===== src/mste_pkg.sv =====
// Package of types, constants and tables shared by the matrix stack transform engine.
`default_nettype none
package mste_pkg;

	// Command codes carried in the mode field.
	typedef enum logic [2:0] {
		MODE_IDENTITY = 3'd0,
		MODE_TRANSLATE = 3'd1,
		MODE_ROTATE_Y = 3'd2,
		MODE_PUSH = 3'd3,
		MODE_POP = 3'd4,
		MODE_WRITE_CUR = 3'd5,
		MODE_WRITE_OPD = 3'd6,
		MODE_MULTIPLY = 3'd7
	} mode_t;

	// Result status codes.
	localparam logic [1:0] STATUS_OK = 2'd0;
	localparam logic [1:0] STATUS_OVERFLOW = 2'd1;
	localparam logic [1:0] STATUS_UNDERFLOW = 2'd2;

	// Sequencer states.
	typedef enum logic [3:0] {
		ST_IDLE,
		ST_RANGE,
		ST_RAD,
		ST_CORDIC,
		ST_TRIG,
		ST_MAC,
		ST_ROUND,
		ST_PUSH,
		ST_POP_RD,
		ST_POP_WR,
		ST_EMIT,
		ST_ERROR
	} state_t;

	localparam int CORDIC_STEPS = 24;
	localparam logic signed [27:0] DEG90 = 28'sd5898240;
	localparam logic signed [27:0] DEG180 = 28'sd11796480;
	localparam logic signed [27:0] DEG360 = 28'sd23592960;
	localparam logic [24:0] RAD_PER_DEG_Q30 = 25'd18740330;
	localparam logic signed [33:0] CORDIC_GAIN_Q30 = 34'sd652032874;

	// Arctangent table in Q2.30, truncated.
	function automatic logic [29:0] atan_q30(input logic [4:0] i);
		case (i)
			5'd0: atan_q30 = 30'h3243F6A8;
			5'd1: atan_q30 = 30'h1DAC6705;
			5'd2: atan_q30 = 30'h0FADBAFC;
			5'd3: atan_q30 = 30'h07F56EA6;
			5'd4: atan_q30 = 30'h03FEAB76;
			5'd5: atan_q30 = 30'h01FFD55B;
			5'd6: atan_q30 = 30'h00FFFAAA;
			5'd7: atan_q30 = 30'h007FFF55;
			5'd8: atan_q30 = 30'h003FFFEA;
			5'd9: atan_q30 = 30'h001FFFFD;
			5'd10: atan_q30 = 30'h000FFFFF;
			5'd11: atan_q30 = 30'h0007FFFF;
			5'd12: atan_q30 = 30'h0003FFFF;
			5'd13: atan_q30 = 30'h0001FFFF;
			5'd14: atan_q30 = 30'h0000FFFF;
			5'd15: atan_q30 = 30'h00007FFF;
			5'd16: atan_q30 = 30'h00003FFF;
			5'd17: atan_q30 = 30'h00001FFF;
			5'd18: atan_q30 = 30'h00000FFF;
			5'd19: atan_q30 = 30'h000007FF;
			5'd20: atan_q30 = 30'h000003FF;
			5'd21: atan_q30 = 30'h000001FF;
			5'd22: atan_q30 = 30'h000000FF;
			5'd23: atan_q30 = 30'h0000007F;
			default: atan_q30 = 30'h0;
		endcase
	endfunction

endpackage
`default_nettype wire


===== src/mste_cordic.sv =====
// Iterative CORDIC rotation unit producing sine and cosine in Q2.30.
`default_nettype none
module mste_cordic
	import mste_pkg::*;
(
	input wire logic clk,
	input wire logic arst_n,
	input wire logic start,
	input wire logic [31:0] angle_q30,
	output logic busy,
	output logic signed [33:0] cos_q30,
	output logic signed [33:0] sin_q30
);

	logic [4:0] step_q;
	logic signed [33:0] x_q, y_q, z_q;
	logic signed [33:0] xs, ys, at;

	// One shift-and-add rotation per cycle.
	assign xs = x_q >>> step_q;
	assign ys = y_q >>> step_q;
	assign at = $signed({4'd0, atan_q30(step_q)});

	always_ff @(posedge clk or negedge arst_n) begin
		if (!arst_n) begin
			busy <= 1'b0;
			step_q <= '0;
		end else if (start) begin
			busy <= 1'b1;
			step_q <= '0;
		end else if (busy) begin
			if (step_q == 5'(CORDIC_STEPS - 1)) begin
				busy <= 1'b0;
			end
			step_q <= step_q + 5'd1;
		end
	end

	always_ff @(posedge clk) begin
		if (start) begin
			x_q <= CORDIC_GAIN_Q30;
			y_q <= '0;
			z_q <= $signed({2'd0, angle_q30});
		end else if (busy) begin
			if (!z_q[33]) begin
				x_q <= x_q - ys;
				y_q <= y_q + xs;
				z_q <= z_q - at;
			end else begin
				x_q <= x_q + ys;
				y_q <= y_q - xs;
				z_q <= z_q + at;
			end
		end
	end

	assign cos_q30 = x_q;
	assign sin_q30 = y_q;

endmodule
`default_nettype wire


===== config.mk =====
export PLATFORM = sky130hd
export DESIGN_NAME = mste_cordic
export DESIGN_NICKNAME = d
export VERILOG_FILES = /design/src/mste_pkg.sv /design/src/mste_cordic.sv
export SDC_FILE = /design/constraint.sdc
export NUM_CORES = 1
export LEC_CHECK = 0
export ABC_AREA = 0
export BUFFER_PORTS_ARGS = -buffer_cell sky130_fd_sc_hd__buf_2
export CAP_MARGIN = 15
export CORE_UTILIZATION = 50
export DETAILED_ROUTE_END_ITERATION = 8
export PLACE_DENSITY_LB_ADDON = 0.3
export SETUP_SLACK_MARGIN = 0.2
export SLEW_MARGIN = 20
export SYNTH_ARGS = -nofsm -noshare
export SYNTH_HDL_FRONTEND = slang
export SYNTH_SLANG_ARGS = --single-unit

===== constraint.sdc =====
create_clock -name clk -period 9.5 [get_ports clk]
set_input_delay 1.9 -clock clk [delete_from_list [all_inputs] [get_ports clk]]
set_output_delay 1.9 -clock clk [all_outputs]
set_load 0.005 [all_outputs]

==> qor.yml, run 1 <==
status: "finished clean"
p_int_uw: 3840
cts_max_level: 3
synth_area_leaders: "mux4_2 (8.9%), ha_1 (8.9%), dfxtp_1 (8.8%)"
synth_flop_cell: "dfxtp_1"
worstHoldStart: "sin_q30[0]$_SDFFE_PP0P_"
worst-path-max-fanout: 41
drv_slew: 0
p_seq_share_pct: 14.1
drt_iter0_drc: 1543
cts_tree: "built"
grt_setup_unrepaired: "false"
holdWs_ns: 0.495
place_area_mm2: 0.0166
ant_nets: 0
antenna_cells: 0
synth_area_leader_cell: "mux4_2"
p_comb_share_pct: 81.0
ys_ff_latch: 108
synth_compound_area_share_pct: 25.8
tns_ns: 0
holdBufCountCts: 0
synth-edff-count: 32
cts-root-buf: "clkbuf_16"
grt_max_degree: 77
clockBufferDepth: 2
cts.repair.resized: 0
worst-setup-path-type: "flop to flop"
grt_pass1_vias: 15100
rows: 64
post-route-drc-count: 0
syn_area_mm2: 0.0159
drt_first_pass_iters: 6
fmax_mhz: 132
design_area_mm2: 0.0169
period_needed_ns: 7.60
ir_drop_mv: 0.312
globalplace.congestion: 1.02
die-area_mm2: 0.0325
synth_xor_area_share_pct: 9.53
die_y_um: 180
synth_top_cell_area_share_pct: 8.93
synthAdderAreaFrac_pct: 9.27
crit_path_start_kind: "flop"
arrival_ns: 7.93
vias: 15900
final_net_count: 2129
synth_area_per_cell_um2: 8.10
r2r-start: "step_q[1]$_DFFE_PN0P_"
synth_top_family_by_area: "compound AO/OA/AOI/OAI gates"
cpMostUsedCell: "a211oi_1"
grt-ovfl-total: 0
wl_per_cell_um: 23.9
fill_cells: 2899
yosys-top-cells-count: "nor2_1 (202), a21oi_1 (164), nand2_1 (154)"
synth_cell_types: 90
cp_slowest_cell: "inv_1"
sw_frac_of_total_pct: 52.3
layout.cells.non_filler: 2379
synth_mux_area_share_pct: 18.7
cp_slowest_stage_delay_ns: 0.79
path_clk_slew_ns: 0.09
skew_ns: 0.0170
ys_async_sr_fraction_pct: 5.56
cap_violations: 0
post_cts_buffers: 0
hpwl_um: 42600
pwr_density_cell_mw_per_mm2: 477
startpoint: "step_q[1]$_DFFE_PN0P_"
ys_seq_area_share_pct: 15.8
drt_wl_total_um: 56900
syn_nets: 2113
area_growth_pct: 6.01
ios: 104
crit_required_ns: 9.83
tightest_slew_ns: 1.10
portBuffers: 103
switching_power_uw: 4200
synthSimpleGateAreaFrac_pct: 16.3
coreArea_mm2: 0.0309
clkPwrFrac_pct: 4.9
yosysWarnings: 0
initial_utilization_pct: 51.4
hold_violations: 0
relSlewSlack_pct: 26.8
p_leak_uw: 0.00711
layout-drive-gt1-share_pct: 15.0
syn_inst: 1962
critPathCaptureType: "flop"
fp.dieW_um: 180
postLayoutCoreUtil_pct: 54.5
cts_inserted_buffers: 9
period_share_pct: 80.0
min_path_type: "flop to flop"
antenna_found_initial: 1
track_usage_pct: 34.8
dpl.cell_count: 2363
setup-violations-final: 0
worst_skew_pair.late_latency_ns: 0.41
crit_path_cell_trace: "inv_1, buf_4, mux2i_1, mux2i_1, a211oi_1, nand3_1, nor4_4, and3_1, nand2_1, a31oi_1, o21ai_0, ha_1, and3_1, nand3_1, a211oi_1, o2111a_1, nor2_1, a211oi_1, a211oi_1, xnor2_1, or3_1, a21oi_1"
yosysMostFrequentCell: "nor2_1"
cts_sinks: 108
grt_pass1_wl_um: 88100
viasPerCell: 6.70
[worst paths after layout]
path                                            end  slack, ns  depth (start not counted)
max reg2reg                cos_q30[33]$_SDFFE_PP0P_       1.90                         22
max                        cos_q30[33]$_SDFFE_PP0P_       1.90                         22
min reg2reg                 sin_q30[0]$_SDFFE_PP0P_       0.50                          2
min in group asynchronous     step_q[2]$_DFFE_PN0P_       1.30                          1
max in group asynchronous     step_q[0]$_DFFE_PN0P_       8.02                          1
min                         sin_q30[0]$_SDFFE_PP0P_       0.50                          2
[per-layer routing]
metal | wire (um) | global-route usage, % | vias up
met4 | 2160 | 14.9 | 0
li1 | - | - | 7395
met3 | 5180 | 7.40 | 125
met2 | 24600 | 53.4 | 797
met1 | 24900 | 47.2 | 7619
met5 | 0 | 0 | -
[power groups by stage]
stage | combinational, uW | clock [uW] | sequential, uW
after floorplan | 5110 | 0 | 940
after global placement | 6230 | 0 | 1120
after detailed placement | 6350 | 0 | 1130
after CTS | 6400 | 403 | 1120
after global routing | 7210 | 412 | 1160
final | 6510 | 396 | 1140
[through the flow]
step / worst slack, ns / power, uW
floorplan: 3.51 / 6050
global placement: 2.22 / 7350
detailed placement: 2.02 / 7480
CTS: 2.03 / 7930
global route: 1.53 / 8790
finish: 1.90 / 8040
[registers in the layout (all words and copies together), names as in the netlist]
signal / cells
cos_q30: 34
z_q: 34
sin_q30: 34
step_q: 5
busy: 1
[cell usage in the layout, fill, tap and decap left out, types with 26 or more instances in the layout]
cell	instances
a211oi_1	39
a21o_1	41
a21oi_1	164
a31oi_1	28
buf_2	102
buf_4	26
dfxtp_1	69
edfxtp_1	32
ha_1	113
inv_1	39
mux2_2	49
mux2i_1	88
mux4_2	63
nand2_1	154
nand3_1	28
nor2_1	201
nor3_1	34
o21ai_0	142
o22ai_1	30
xnor2_1	99
xor2_1	74
[logic make-up (layout without fill, tap and decap cells)]
logic type / after synthesis / in the layout
flip-flops: 108 / 108
AO/OA/AOI/OAI: 633 / 633
multiplexers: 210 / 210
adder cells (fa/ha/maj): 116 / 116
AND/OR/NAND/NOR: 555 / 555
XOR/XNOR: 173 / 173
buffers and inverters: 167 / 188
[critical path: cells and delay by family, from the launching register on]
family,cells,cell delay (ns)
AO/OA/AOI/OAI,8,2.36
AND/OR/NAND/NOR,8,1.91
buffers and inverters,2,1.21
multiplexers,2,0.77
flip-flops,1,0.70
adder cells (fa/ha/maj),1,0.40
XOR/XNOR,1,0.15
[final cells by class]
type,count,area (um2),share of cell area [%]
Sequential cell,108,2530,15.0
Inverter,44,165,0.980
Clock buffer,10,239,1.42
Clock inverter,6,46.3,0.275
Timing Repair Buffer,128,706,4.19
Multi-Input combinational cell,1687,12700,75.2
Tap cell,396,495,2.94
Power figures use the tool's default switching activity.
==> run 2, diff against run 1 <==
==> constraint.sdc (replaced) <==
create_clock -name clk -period 6.4 [get_ports clk]
set_input_delay 1.28 -clock clk [delete_from_list [all_inputs] [get_ports clk]]
set_output_delay 1.28 -clock clk [all_outputs]
set_load 0.005 [all_outputs]
==> qor.yml, run 2 (same netlist as run 1, synthesis figures left out) <==
fp.dieW_um: 180
coreArea_mm2: 0.0309
drt_wl_total_um: 61000
arrival_ns: 6.35
grt-ovfl-total: 0
globalplace.congestion: 1.03
layout-drive-gt1-share_pct: 20.1
antenna_cells: 0
layout.cells.non_filler: 2476
status: "finished clean"
totalPowerFinal_uw: 12500
min_path_type: "flop to flop"
grt_setup_unrepaired: "true"
antenna_found_initial: 0
setup-violations-final: 0
place_area_mm2: 0.0173
p_seq_share_pct: 13.2
pwr_density_cell_mw_per_mm2: 699
ir_drop_mv: 0.591
tightest_slew_ns: 1.16
critPathCaptureType: "flop"
final_cell_mix: "nor2_1 (200), a21oi_1 (164), nand2_1 (154), o21ai_0 (139)"
postLayoutCoreUtil_pct: 57.7
grt_max_degree: 75
hpwl_um: 45900
die_y_um: 180
cts_tree: "built"
fmax_mhz: 165
die-area_mm2: 0.0325
cts-root-buf: "clkbuf_16"
relSlewSlack_pct: 22.5
track_usage_pct: 36.5
tns_ns: 0
clockBufferDepth: 2
switching_power_uw: 6450
worst-setup-path-type: "flop to flop"
path_clk_slew_ns: 0.08
viasPerCell: 6.69
cts_sinks: 108
crit_path_start_kind: "flop"
drt_first_pass_iters: 6
cts_max_level: 3
crit_required_ns: 6.68
dpl.cell_count: 2448
final_common_cell: "nor2_1"
drv_slew: 0
skew_ns: 0.0157
ios: 104
grt_pass1_wl_um: 91300
worst_skew_pair.late_latency_ns: 0.40
wl_per_cell_um: 24.6
cap_violations: 0
post-route-drc-count: 0
final_net_count: 2226
clkPwrFrac_pct: 5.0
period_needed_ns: 6.07
portBuffers: 103
area_growth_pct: 12.3
drt_iter0_drc: 1637
fill_cells: 2893
worst-path-max-fanout: 7
sw_frac_of_total_pct: 51.7
p_leak_uw: 0.00765
grt_pass1_vias: 15400
vias: 16600
design_area_mm2: 0.0178
p_comb_share_pct: 81.8
initial_utilization_pct: 51.4
cts_inserted_buffers: 9
p_int_uw: 6030
period_share_pct: 94.8
ant_nets: 0
hold_violations: 0
rows: 64
## run 2: cell types whose count changed in the layout (fill, tap and decap cells not counted), moves of 3 or more
| cell | delta |
|---|---|
| o21ai_1 | +3 |
| o221ai_2 | +3 |
| a211oi_1 | -6 |
| o21ai_0 | -3 |
| o221ai_1 | -3 |
| buf_4 | +87 |
| a211oi_2 | +6 |
| clkinv_4 | -3 |
| buf_12 | +4 |
## run 2: power by group through the flow
stage	clock (uW)	combinational [uW]	sequential, uW
3_5_place_dp	0	9830	1630
5_1_grt	649	11200	1670
3_3_place_gp	0	9650	1620
4_1_cts	631	9950	1610
6_report	619	10200	1650
2_1_floorplan	0	7580	1400
## run 2: path summary, 6_finish.rpt
path	cells past startpoint	startpoint	slack (ns)	to
hold reg to reg	2	sin_q30[0]$_SDFFE_PP0P_	0.50	sin_q30[0]$_SDFFE_PP0P_
hold / removal	2	sin_q30[0]$_SDFFE_PP0P_	0.50	sin_q30[0]$_SDFFE_PP0P_
setup reg to reg	23	step_q[0]$_DFFE_PN0P_	0.33	sin_q30[31]$_SDFFE_PP0P_
min in group asynchronous	1	arst_n	0.70	step_q[2]$_DFFE_PN0P_
setup / recovery	23	step_q[0]$_DFFE_PN0P_	0.33	sin_q30[31]$_SDFFE_PP0P_
max in group asynchronous	1	arst_n	5.52	step_q[3]$_DFFE_PN0P_
## run 2: metal layers
layer	vias up	track usage, %	part of all wire [%]
met5	-	0	0
met1	7968	49.9	43
li1	7579	-	-
met2	866	56.2	44
met3	153	7.09	8.9
met4	0	15.3	3.8
## run 2: area by class of cell
class                           instances  area, um2  share of cell area, %
Clock buffer                           11        243                   1.36
Tap cell                              396        495                   2.78
Clock inverter                          5       62.6                  0.351
Sequential cell                       108       2530                   14.2
Timing Repair Buffer                  225       1560                   8.74
Multi-Input combinational cell       1687      12800                   71.6
Inverter                               44        169                  0.946
## run 2: through the flow
stage / setup slack, ns / hold slack (ns)
after floorplan: 0.411 / 0.457
after global placement: 0.130 / 0.475
after detailed placement: -0.00572 / 0.496
after CTS: 0.299 / 0.503
after global routing: 0.155 / 0.559
final: 0.333 / 0.500
## run 2: timing repair
action | CTS | global route
hold buffers | 0 | 0
gates resized for setup | 6 | 27
buffers inserted | 5 | 6
setup endpoints to repair | 10 | 18
pin swaps | 0 | 6
gates cloned | 0 | 1
## run 2: worst max-delay path: stages, from the launching register on
cell     delay [ns]
dfrtp_4        0.50
buf_4          0.20
mux2_1         0.36
mux4_2         0.54
mux2_2         0.30
a221o_1        0.41
nor4b_4        0.35
and4b_2        0.33
and2_4         0.17
nor2_1         0.05
xnor2_1        0.14
ha_1           0.40
and4_1         0.21
a31oi_1        0.17
o21ai_0        0.12
nor3_1         0.18
a21oi_1        0.12
o41ai_1        0.29
buf_4          0.19
o21a_2         0.17
nand2_1        0.10
a31o_2         0.29
xor2_1         0.14
a22o_1         0.19
